--- config.mk ---
export PLATFORM = sky130hd
export DESIGN_NAME = replay_sequence_check_table
export DESIGN_NICKNAME = d
export VERILOG_FILES = /design/src/rsct_pkg.sv /design/src/rsct_table.sv /design/src/replay_sequence_check_table.sv
export SDC_FILE = /design/constraint.sdc
export NUM_CORES = 1
export LEC_CHECK = 0
export BUFFER_PORTS_ARGS = -buffer_cell sky130_fd_sc_hd__buf_2
export CAP_MARGIN = 20
export CORE_MARGIN = 2
export CORE_UTILIZATION = 25
export CTS_BUF_LIST = sky130_fd_sc_hd__clkbuf_4 sky130_fd_sc_hd__clkbuf_8 sky130_fd_sc_hd__clkbuf_16
export CTS_CLUSTER_SIZE = 30
export DETAILED_ROUTE_END_ITERATION = 8
export PLACE_DENSITY = 0.38
export RECOVER_POWER = 100
export SLEW_MARGIN = 0
export SYNTH_ARGS = -nofsm -noshare
export SYNTH_HDL_FRONTEND = slang
export SYNTH_SLANG_ARGS = --single-unit
--- constraint.sdc ---
create_clock -name aclk -period 4.6 [get_ports aclk]
set_clock_uncertainty 0.05 [all_clocks]
set_input_delay 1.38 -clock aclk [delete_from_list [all_inputs] [get_ports aclk]]
set_output_delay 1.38 -clock aclk [all_outputs]
set_load 0.05 [all_outputs]
--- src/rsct_pkg.sv ---
package rsct_pkg;

    localparam int TABLE_ENTRIES = 16;
    localparam int IDX_W = (TABLE_ENTRIES > 1) ? $clog2(TABLE_ENTRIES) : 1;
    localparam int CNT_W = IDX_W + 1;

    localparam int ADDR_W = 16;
    localparam int SEQ_W  = 32;

    typedef enum logic [1:0] {
        STATUS_ACCEPTED         = 2'd0,
        STATUS_UNICAST_REPLAY   = 2'd1,
        STATUS_BROADCAST_REPLAY = 2'd2
    } status_t;

    typedef enum logic [2:0] {
        ST_IDLE,
        ST_SCAN,
        ST_CHECK,
        ST_MISS,
        ST_DONE
    } state_t;

    typedef struct packed {
        logic              we;
        logic              inc;
        logic [IDX_W-1:0]  addr;
        logic [ADDR_W-1:0] src;
        logic [SEQ_W-1:0]  seq;
    } tbl_wr_t;

endpackage

--- src/rsct_table.sv ---
module rsct_table (
    input  logic                        aclk,
    input  logic                        aresetn,
    input  logic [rsct_pkg::IDX_W-1:0]  rd_addr,
    input  rsct_pkg::tbl_wr_t           wr,
    output logic [rsct_pkg::ADDR_W-1:0] rd_src,
    output logic [rsct_pkg::SEQ_W-1:0]  rd_seq,
    output logic [rsct_pkg::CNT_W-1:0]  used
);

    logic [rsct_pkg::ADDR_W-1:0] src_mem [rsct_pkg::TABLE_ENTRIES];
    logic [rsct_pkg::SEQ_W-1:0]  seq_mem [rsct_pkg::TABLE_ENTRIES];
    logic [rsct_pkg::ADDR_W-1:0] rd_src_reg;
    logic [rsct_pkg::SEQ_W-1:0]  rd_seq_reg;
    logic [rsct_pkg::CNT_W-1:0]  used_reg;
    logic [rsct_pkg::CNT_W-1:0]  used_next;

    // Slots fill in order and are never freed, so a slot is valid exactly
    // when its index is below the fill count.
    always_ff @(posedge aclk) begin
        if (wr.we) begin
            src_mem[wr.addr] <= wr.src;
            seq_mem[wr.addr] <= wr.seq;
        end
        rd_src_reg <= src_mem[rd_addr];
        rd_seq_reg <= seq_mem[rd_addr];
    end

    always_comb begin
        used_next = used_reg;
        if (wr.we && wr.inc) begin
            used_next = used_reg + rsct_pkg::CNT_W'(1);
        end
    end

    always_ff @(posedge aclk) begin
        if (!aresetn) begin
            used_reg <= '0;
        end else begin
            used_reg <= used_next;
        end
    end

    assign rd_src = rd_src_reg;
    assign rd_seq = rd_seq_reg;
    assign used   = used_reg;

endmodule

--- src/replay_sequence_check_table.sv ---
// Per-source anti-replay check. A packet transaction on the s_ channel carries
// a source address, a destination address and a sequence number. For every
// packet exactly one result transaction leaves on the m_ channel with a status
// (accepted, unicast replay or broadcast replay), a first_seen flag and a
// not_stored flag for a new source that found the table full.
// The table is searched by one comparator, one entry per cycle, from a
// memory with a registered read port. An empty table is not scanned; else
// the scan runs over the filled slots up to and including the match.
// s_ready is high only while no packet is being checked, so one packet is
// in work at a time and a new packet waits until the last one has finished.
// The result sits in an output register; a new packet is accepted while it
// waits. If m_ready stays low, the next finished result is held inside until
// the output register frees, and no further packet is accepted meanwhile.
// The broadcast address is written with cfg_we and cfg_wdata; the user must
// do so only while the block is idle, and the block does not enforce it.
// Synchronous active-low reset empties the table, sets the broadcast
// address to all ones and drops m_valid.
module replay_sequence_check_table (
    input  logic                        aclk,
    input  logic                        aresetn,
    input  logic                        cfg_we,
    input  logic [rsct_pkg::ADDR_W-1:0] cfg_wdata,
    input  logic                        s_valid,
    output logic                        s_ready,
    input  logic [rsct_pkg::ADDR_W-1:0] s_source_address,
    input  logic [rsct_pkg::ADDR_W-1:0] s_destination_address,
    input  logic [rsct_pkg::SEQ_W-1:0]  s_sequence_number,
    output logic                        m_valid,
    input  logic                        m_ready,
    output logic [1:0]                  m_status,
    output logic                        m_first_seen,
    output logic                        m_not_stored
);

    rsct_pkg::state_t state_reg, state_next;

    logic [rsct_pkg::ADDR_W-1:0] bcast_reg;
    logic [rsct_pkg::ADDR_W-1:0] src_reg;
    logic [rsct_pkg::ADDR_W-1:0] dst_reg;
    logic [rsct_pkg::SEQ_W-1:0]  seq_reg;
    logic [rsct_pkg::IDX_W-1:0]  idx_reg, idx_next;

    rsct_pkg::status_t res_status_reg, res_status_next;
    logic              res_first_reg, res_first_next;
    logic              res_unstored_reg, res_unstored_next;

    logic              m_valid_reg, m_valid_next;
    rsct_pkg::status_t m_status_reg;
    logic              m_first_reg;
    logic              m_unstored_reg;
    logic              out_load;

    logic [rsct_pkg::IDX_W-1:0]  rd_addr;
    logic [rsct_pkg::ADDR_W-1:0] rd_src;
    logic [rsct_pkg::SEQ_W-1:0]  rd_seq;
    logic [rsct_pkg::CNT_W-1:0]  used;
    rsct_pkg::tbl_wr_t           tbl_wr;

    logic s_accept;
    logic last_entry;

    assign s_ready  = (state_reg == rsct_pkg::ST_IDLE);
    assign s_accept = s_valid && s_ready;
    assign last_entry = ({1'b0, idx_reg} + rsct_pkg::CNT_W'(1)) == used;

    rsct_table u_table (
        .aclk    (aclk),
        .aresetn (aresetn),
        .rd_addr (rd_addr),
        .wr      (tbl_wr),
        .rd_src  (rd_src),
        .rd_seq  (rd_seq),
        .used    (used)
    );

    always_ff @(posedge aclk) begin
        if (!aresetn) begin
            state_reg   <= rsct_pkg::ST_IDLE;
            bcast_reg   <= {rsct_pkg::ADDR_W{1'b1}};
            m_valid_reg <= 1'b0;
        end else begin
            state_reg   <= state_next;
            m_valid_reg <= m_valid_next;
            if (cfg_we) begin
                bcast_reg <= cfg_wdata;
            end
        end
    end

    always_ff @(posedge aclk) begin
        idx_reg          <= idx_next;
        res_status_reg   <= res_status_next;
        res_first_reg    <= res_first_next;
        res_unstored_reg <= res_unstored_next;
        if (s_accept) begin
            src_reg <= s_source_address;
            dst_reg <= s_destination_address;
            seq_reg <= s_sequence_number;
        end
        if (out_load) begin
            m_status_reg   <= res_status_reg;
            m_first_reg    <= res_first_reg;
            m_unstored_reg <= res_unstored_reg;
        end
    end

    always_comb begin
        state_next        = state_reg;
        idx_next          = idx_reg;
        res_status_next   = res_status_reg;
        res_first_next    = res_first_reg;
        res_unstored_next = res_unstored_reg;
        rd_addr           = idx_reg;
        out_load          = 1'b0;
        m_valid_next      = m_valid_reg && !m_ready;
        tbl_wr.we         = 1'b0;
        tbl_wr.inc        = 1'b0;
        tbl_wr.addr       = idx_reg;
        tbl_wr.src        = src_reg;
        tbl_wr.seq        = seq_reg;

        case (state_reg)
            rsct_pkg::ST_IDLE: begin
                idx_next = '0;
                rd_addr  = '0;
                if (s_accept) begin
                    state_next = (used == '0) ? rsct_pkg::ST_MISS : rsct_pkg::ST_SCAN;
                end
            end
            rsct_pkg::ST_SCAN: begin
                // The read data belongs to entry idx_reg; the next address is
                // issued in the same cycle so one entry is checked per cycle.
                if (rd_src == src_reg) begin
                    state_next = rsct_pkg::ST_CHECK;
                end else if (last_entry) begin
                    state_next = rsct_pkg::ST_MISS;
                end else begin
                    idx_next = idx_reg + rsct_pkg::IDX_W'(1);
                    rd_addr  = idx_next;
                end
            end
            rsct_pkg::ST_CHECK: begin
                res_first_next    = 1'b0;
                res_unstored_next = 1'b0;
                if (seq_reg > rd_seq) begin
                    res_status_next = rsct_pkg::STATUS_ACCEPTED;
                    tbl_wr.we       = 1'b1;
                end else if (dst_reg == bcast_reg) begin
                    res_status_next = rsct_pkg::STATUS_BROADCAST_REPLAY;
                end else begin
                    res_status_next = rsct_pkg::STATUS_UNICAST_REPLAY;
                end
                state_next = rsct_pkg::ST_DONE;
            end
            rsct_pkg::ST_MISS: begin
                res_status_next = rsct_pkg::STATUS_ACCEPTED;
                res_first_next  = 1'b1;
                if (used == rsct_pkg::CNT_W'(rsct_pkg::TABLE_ENTRIES)) begin
                    res_unstored_next = 1'b1;
                end else begin
                    res_unstored_next = 1'b0;
                    tbl_wr.we         = 1'b1;
                    tbl_wr.inc        = 1'b1;
                    tbl_wr.addr       = used[rsct_pkg::IDX_W-1:0];
                end
                state_next = rsct_pkg::ST_DONE;
            end
            rsct_pkg::ST_DONE: begin
                if (!m_valid_reg || m_ready) begin
                    out_load     = 1'b1;
                    m_valid_next = 1'b1;
                    state_next   = rsct_pkg::ST_IDLE;
                end
            end
            default: begin
                state_next = rsct_pkg::ST_IDLE;
            end
        endcase
    end

    assign m_valid      = m_valid_reg;
    assign m_status     = m_status_reg;
    assign m_first_seen = m_first_reg;
    assign m_not_stored = m_unstored_reg;

`ifndef SYNTHESIS
    a_fill_bound: assert property (@(posedge aclk) disable iff (!aresetn)
        used <= rsct_pkg::CNT_W'(rsct_pkg::TABLE_ENTRIES))
        else $error("table fill count exceeds the number of slots");

    a_write_state: assert property (@(posedge aclk) disable iff (!aresetn)
        tbl_wr.we |-> (state_reg == rsct_pkg::ST_CHECK || state_reg == rsct_pkg::ST_MISS))
        else $error("table written outside a check or insert step");

    a_valid_source: assert property (@(posedge aclk) disable iff (!aresetn)
        $rose(m_valid) |-> $past(state_reg == rsct_pkg::ST_DONE))
        else $error("result raised without a finished packet");

    a_unstored_first: assert property (@(posedge aclk) disable iff (!aresetn)
        m_valid |-> (m_first_seen || !m_not_stored))
        else $error("not_stored set for a known source");

    a_status_code: assert property (@(posedge aclk) disable iff (!aresetn)
        m_valid |-> (m_status != 2'd3))
        else $error("undefined status code on result");
`endif

endmodule

==> flow_summary.ini, run 1 <==
[sta]
tns_ns = 0
hold_violations = 0
max-slew-margin-rel_pct = -73.8
fin_ws_ns = 0.235
min_period_ns = 4.36
rsz0062_at_grt = false
slew_violations = 31
tightest_slew_ns = 2.61
period_share_pct = 94.9
setup_viol = 0
max_freq_mhz = 229

[synthesis]
netlist_area_um2 = 35800
seq_area_frac_synth_pct = 74.7
synth_warnings = 0
async_reset_ff_share_pct = 0
synth-edff-count = 840
ys.flop_type = edfxtp_1
synthTopCellsByArea = edfxtp_1 70%, nand2_1 4.9%, dfxtp_1 4.3%
synth_cell_types = 52
synth.largest_area_cell = edfxtp_1
synth_top_cell_area_share_pct = 70.4
ys_ff_latch = 917
avgSynthCellArea_um2 = 14.6
syn_nets = 2579
syn_inst = 2459

[detailed_routing]
wire_per_inst_um = 21.9
vias = 20900
drc = 0
post_drt_via_cell_ratio = 4.50
first_pass_iters = 5
ant_nets = 0
initialDrtViolationCount = 1384
wirelength_um = 102000

[clocking]
cts.clk_slew.worst_paths_ns = 0.06
root_buffer = clkbuf_16
cts_resized = 0
clock_path_buffers = 3
holdBufCountCts = 0
insertion_delay_ns = 0.71
cts_max_level = 3
cts_tree = built
clkSinkCount = 917
cts_setup_buffers = 0
cts_made_buffers = 106

[die]
chipHeight_um = 383
ioPinCount = 91
row_count = 138
initial_utilization_pct = 25.2
die_w_um = 383
dieArea_um2 = 146000
core_area_um2 = 142000

[run_status]
violations = max-capacitance violations, max-slew violations
status = finished, violations left

[worst_setup_path]
r2r_cells = 13
slowest_delay_ns = 0.84
r2r_slack_ns = 0.24
cp-start-kind = register
crit_slowest_cell = a31oi_1
crit_chain = ha_1 -> a21o_1 -> a21o_1 -> a21oi_1 -> nor2_1 -> nor2_1 -> o21ai_0 -> a41oi_1 -> clkbuf_4 -> mux2i_1 -> a31oi_1 -> nor2_4 -> buf_8
crit_path_max_fanout = 48
crit_arrival_ns = 4.69
required_ns = 4.93
worst_setup_path_end_kind = register
path_class = register to register

[power]
powerDensity_nw_per_um2 = 495
comb_power_share_pct = 14.4
internal-power_mw = 15.9
power.share.switching_pct = 25.5
clockPowerShare_pct = 40.4
seq_power_share_pct = 45.2
p_sw_mw = 5.47
peakVddDrop_mv = 0.343
leakagePower_nw = 14.3

[final_layout]
n_antenna_cell = 0
final_nets = 2777
largest_register_ffs = 512
layout_commonest_cell = edfxtp_1
reg.largest.list = u_table.seq_mem (512), u_table.src_mem (256)
regMostFlops = u_table.seq_mem
n_fill_cell = 14200
mostFrequentLayoutCells = 840 x edfxtp_1, 469 x nand2_1, 158 x a21oi_1, 112 x nor2_1, 107 x clkbuf_16
drive_gt1_share_pct = 15.9
synthToLayoutAreaGrowth_pct = 20.7

[grt]
grt_usage_pct = 13.8
grt-ovfl-total = 0
antenna_found_initial = 3
grt_max_degree = 62
grt_pass1_vias = 21700
grt_pass1_wl_um = 148000

[hold_path]
holdPathStages = 0
hold_path_class = register to register

[place]
routabilityCongestion = 0.735
pre_cts_slack_ns = 0.280
port_buffers = 90
hpwlAfterDp_um = 58100

[flow_run]
cap_violations = 1
## logic make-up after synthesis
group,synth area share [%]
xor+xnor,0.978
buf+inv,2.42
compound gates,10.6
simple gates,8.24
mux,1.88
fa+ha+maj,1.22
flops,74.7
## worst max-delay path: cells and delay by family, from the launching register on
kind / cells / cell delay (ns)
muxes: 1 / 0.14
buffers and inverters: 2 / 0.56
adders and majority gates: 1 / 0.40
and+or+nand+nor: 3 / 0.24
AOI/OAI and AO/OA: 6 / 2.03
DFF: 1 / 0.61
## metrics by stage
| stage | utilization (%) | instances | total power, mW | hold WS [ns] | cell area [um2] |
|---|---|---|---|---|---|
| 4_1_cts | 30.8 | 4641 | 21.9 | 0.385 | 43700 |
| 5_1_grt | 30.5 | 4641 | 22.4 | 0.394 | 43200 |
| 3_3_place_gp | 28.2 | 4435 | 13.1 | 0.368 | 40000 |
| 3_5_place_dp | 28.2 | 4439 | 13.1 | 0.375 | 40100 |
| 2_1_floorplan | - | 2459 | 11.7 | 0.350 | 35800 |
| 6_report | 30.5 | 4641 | 21.4 | 0.384 | 43200 |
## path summary, 6_finish.rpt
path,startpoint,endpoint
min,res_status_reg[0]$_SDFFCE_PP0P_,m_status[0]$_DFFE_PP_
max,seq_reg[17]$_DFFE_PP_,u_table.seq_mem[6][23]$_DFFE_PP_
min reg2reg,res_status_reg[0]$_SDFFCE_PP0P_,m_status[0]$_DFFE_PP_
max reg2reg,seq_reg[17]$_DFFE_PP_,u_table.seq_mem[6][23]$_DFFE_PP_
## area by class of cell
class                           count  area [um2]  share of cell area (%)
Sequential cell                   917       26800                    61.9
Multi-Input combinational cell   1347        8140                    18.8
Clock buffer                      154        3130                    7.24
Tap cell                         1890        2360                    5.47
Timing Repair Buffer              244        2160                    4.98
Clock inverter                     48         520                    1.20
Inverter                           41         169                   0.391
## synthesized netlist by cell type, drive strengths merged, types with 2 or more instances
cell and count:
nand2 469, nand4 14, nand3b 2, a21oi 159, o21a 2, a32oi 48, nor2b 10, or2 2
a211oi 2, and4 2, inv 40, xnor2 39, a31oi 9, clkbuf 60, ha 35, edfxtp 840
buf 94, nor2 131, mux2i 66, dfxtp 77, and3 4, a32o 96, a41oi 2, nor4 4
a22oi 49, a21o 7, nand2b 5, nor3b 6, a221oi 49, and2 9, o21ai 58, nor3 4
nand3 55
## power groups by stage
stage	combinational [mW]	clock, mW	sequential (mW)
final	3.08	8.65	9.67
after CTS	3.27	8.92	9.67
after detailed placement	3.25	0	9.84
after global routing	3.42	9.23	9.70
after floorplan	1.94	0	9.77
after global placement	3.23	0	9.84
## layer usage
layer / GRT usage, % / routed length, um / vias to the layer above
li1: - / - / 9757
met1: 17.9 / 45400 / 10600
met2: 23.3 / 49800 / 373
met3: 2.10 / 3640 / 132
met4: 4.72 / 2720 / 0
met5: 0 / 0 / -
Note: power is estimated with default switching activity, not from simulation.
==> run 2: changes to the inputs <==
CORE_ASPECT_RATIO = 1.2   (was unset)
CTS_CLUSTER_DIAMETER = 60   (was unset)
==> flow_summary.ini, run 2 (synthesis results as in run 1) <==
[run_status]
status = finished, violations left
violations = max-capacitance violations, max-slew violations

[clocking]
root_buffer = clkbuf_16
clock_path_buffers = 3
cts_max_level = 3
cts.clk_slew.worst_paths_ns = 0.07
cts_resized = 0
cts_setup_buffers = 0
clkSinkCount = 917
holdBufCountCts = 0
cts_made_buffers = 85
insertion_delay_ns = 0.70
cts_tree = built

[sta]
hold_violations = 0
tightest_slew_ns = 2.81
setup_viol = 0
period_share_pct = 91.2
max_freq_mhz = 238
max-slew-margin-rel_pct = -87.5
min_period_ns = 4.20
fin_hold_ws_ns = 0.387
tns_ns = 0
rsz0062_at_grt = false
slew_violations = 40
fin_ws_ns = 0.403

[place]
port_buffers = 90
routabilityCongestion = 0.742
pre_cts_slack_ns = 0.465
hpwlAfterDp_um = 59500

[final_layout]
final_nets = 2739
mostFrequentLayoutCells = 840 x edfxtp_1, 469 x nand2_1, 158 x a21oi_1, 114 x nor2_1, 96 x a32o_1
layout_commonest_cell = edfxtp_1
reg.largest.list = u_table.seq_mem (512), u_table.src_mem (256)
n_fill_cell = 14300
drive_gt1_share_pct = 13.8
finish.utilization_pct = 29.7
regMostFlops = u_table.seq_mem
synthToLayoutAreaGrowth_pct = 18.3
largest_register_ffs = 512

[detailed_routing]
wirelength_um = 101000
initialDrtViolationCount = 1356
post_drt_via_cell_ratio = 4.59
first_pass_iters = 5
drc = 0
ant_nets = 0
vias = 20800
wire_per_inst_um = 22.3

[power]
peakVddDrop_mv = 0.266
powerDensity_nw_per_um2 = 484
leakagePower_nw = 13.8

[die]
row_count = 152
core_area_um2 = 143000
initial_utilization_pct = 25.1
die_w_um = 350
dieArea_um2 = 146000
ioPinCount = 91
chipHeight_um = 419

[worst_setup_path]
cp-start-kind = register
crit_arrival_ns = 4.46
r2r_cells = 12
path_class = register to register
crit_path_max_fanout = 17
required_ns = 4.86
worst_setup_path_end_kind = register

[grt]
grt-ovfl-total = 0
antenna_found_initial = 2
grt_max_degree = 106
grt_pass1_wl_um = 149000
grt_usage_pct = 13.8
grt_pass1_vias = 21500

[flow_run]
cap_violations = 1

[hold_path]
hold_path_class = register to register
holdPathStages = 0
-- run 2: stage by stage --
step,cells,total power [mW],cell area [um2]
after global routing,4540,21.4,42400
final,4541,20.5,42400
after CTS,4540,20.9,42800
after global placement,4380,13.0,39700
after detailed placement,4380,13.0,39700
after floorplan,2459,11.7,35800
-- run 2: power breakdown --
group	total (mW)	internal, mW	switching, mW
Combinational	3.10	1.16	1.95
Sequential	9.60	9.44	0.161
Clock	7.79	4.11	3.68
Total	20.5	14.7	5.79
-- run 2: cell type report --
type                            count  area (um2)  share of cell area (%)
Inverter                           41         169                   0.399
Tap cell                         1848        2310                    5.46
Multi-Input combinational cell   1347        8160                    19.3
Antenna cell                        1        2.50                 0.00591
Clock inverter                     68         898                    2.12
Sequential cell                   917       26800                    63.2
Clock buffer                       92        2210                    5.22
Timing Repair Buffer              227        1850                    4.36
-- run 2: metal layers --
metal  track usage [%]  vias to the layer above  share of wire (%)
met4              4.14                        2                2.2
met5                 0                        -              0.013
met3              1.76                      125                3.4
met2              24.3                      361                 50
li1                  -                     9645                  -
met1              17.5                    10700                 44
-- run 2: worst paths after layout --
check                              from                           endpoint  slack, ns
min          res_unstored_reg$_DFFE_PP_             m_not_stored$_DFFE_PP_       0.39
max               seq_reg[15]$_DFFE_PP_  u_table.seq_mem[11][25]$_DFFE_PP_       0.40
max reg2reg       seq_reg[15]$_DFFE_PP_  u_table.seq_mem[11][25]$_DFFE_PP_       0.40
min reg2reg  res_unstored_reg$_DFFE_PP_             m_not_stored$_DFFE_PP_       0.39
-- run 2: critical path, stage by stage, from the launching register on --
cell,delay [ns]
edfxtp_1,0.32
clkbuf_1,0.54
ha_1,0.37
nand3_1,0.11
nor2_1,0.05
nand2_1,0.26
nor4_1,0.11
buf_4,0.17
mux2i_1,0.13
buf_4,0.16
a31oi_1,0.14
nor2_4,0.66
clkbuf_2,0.70
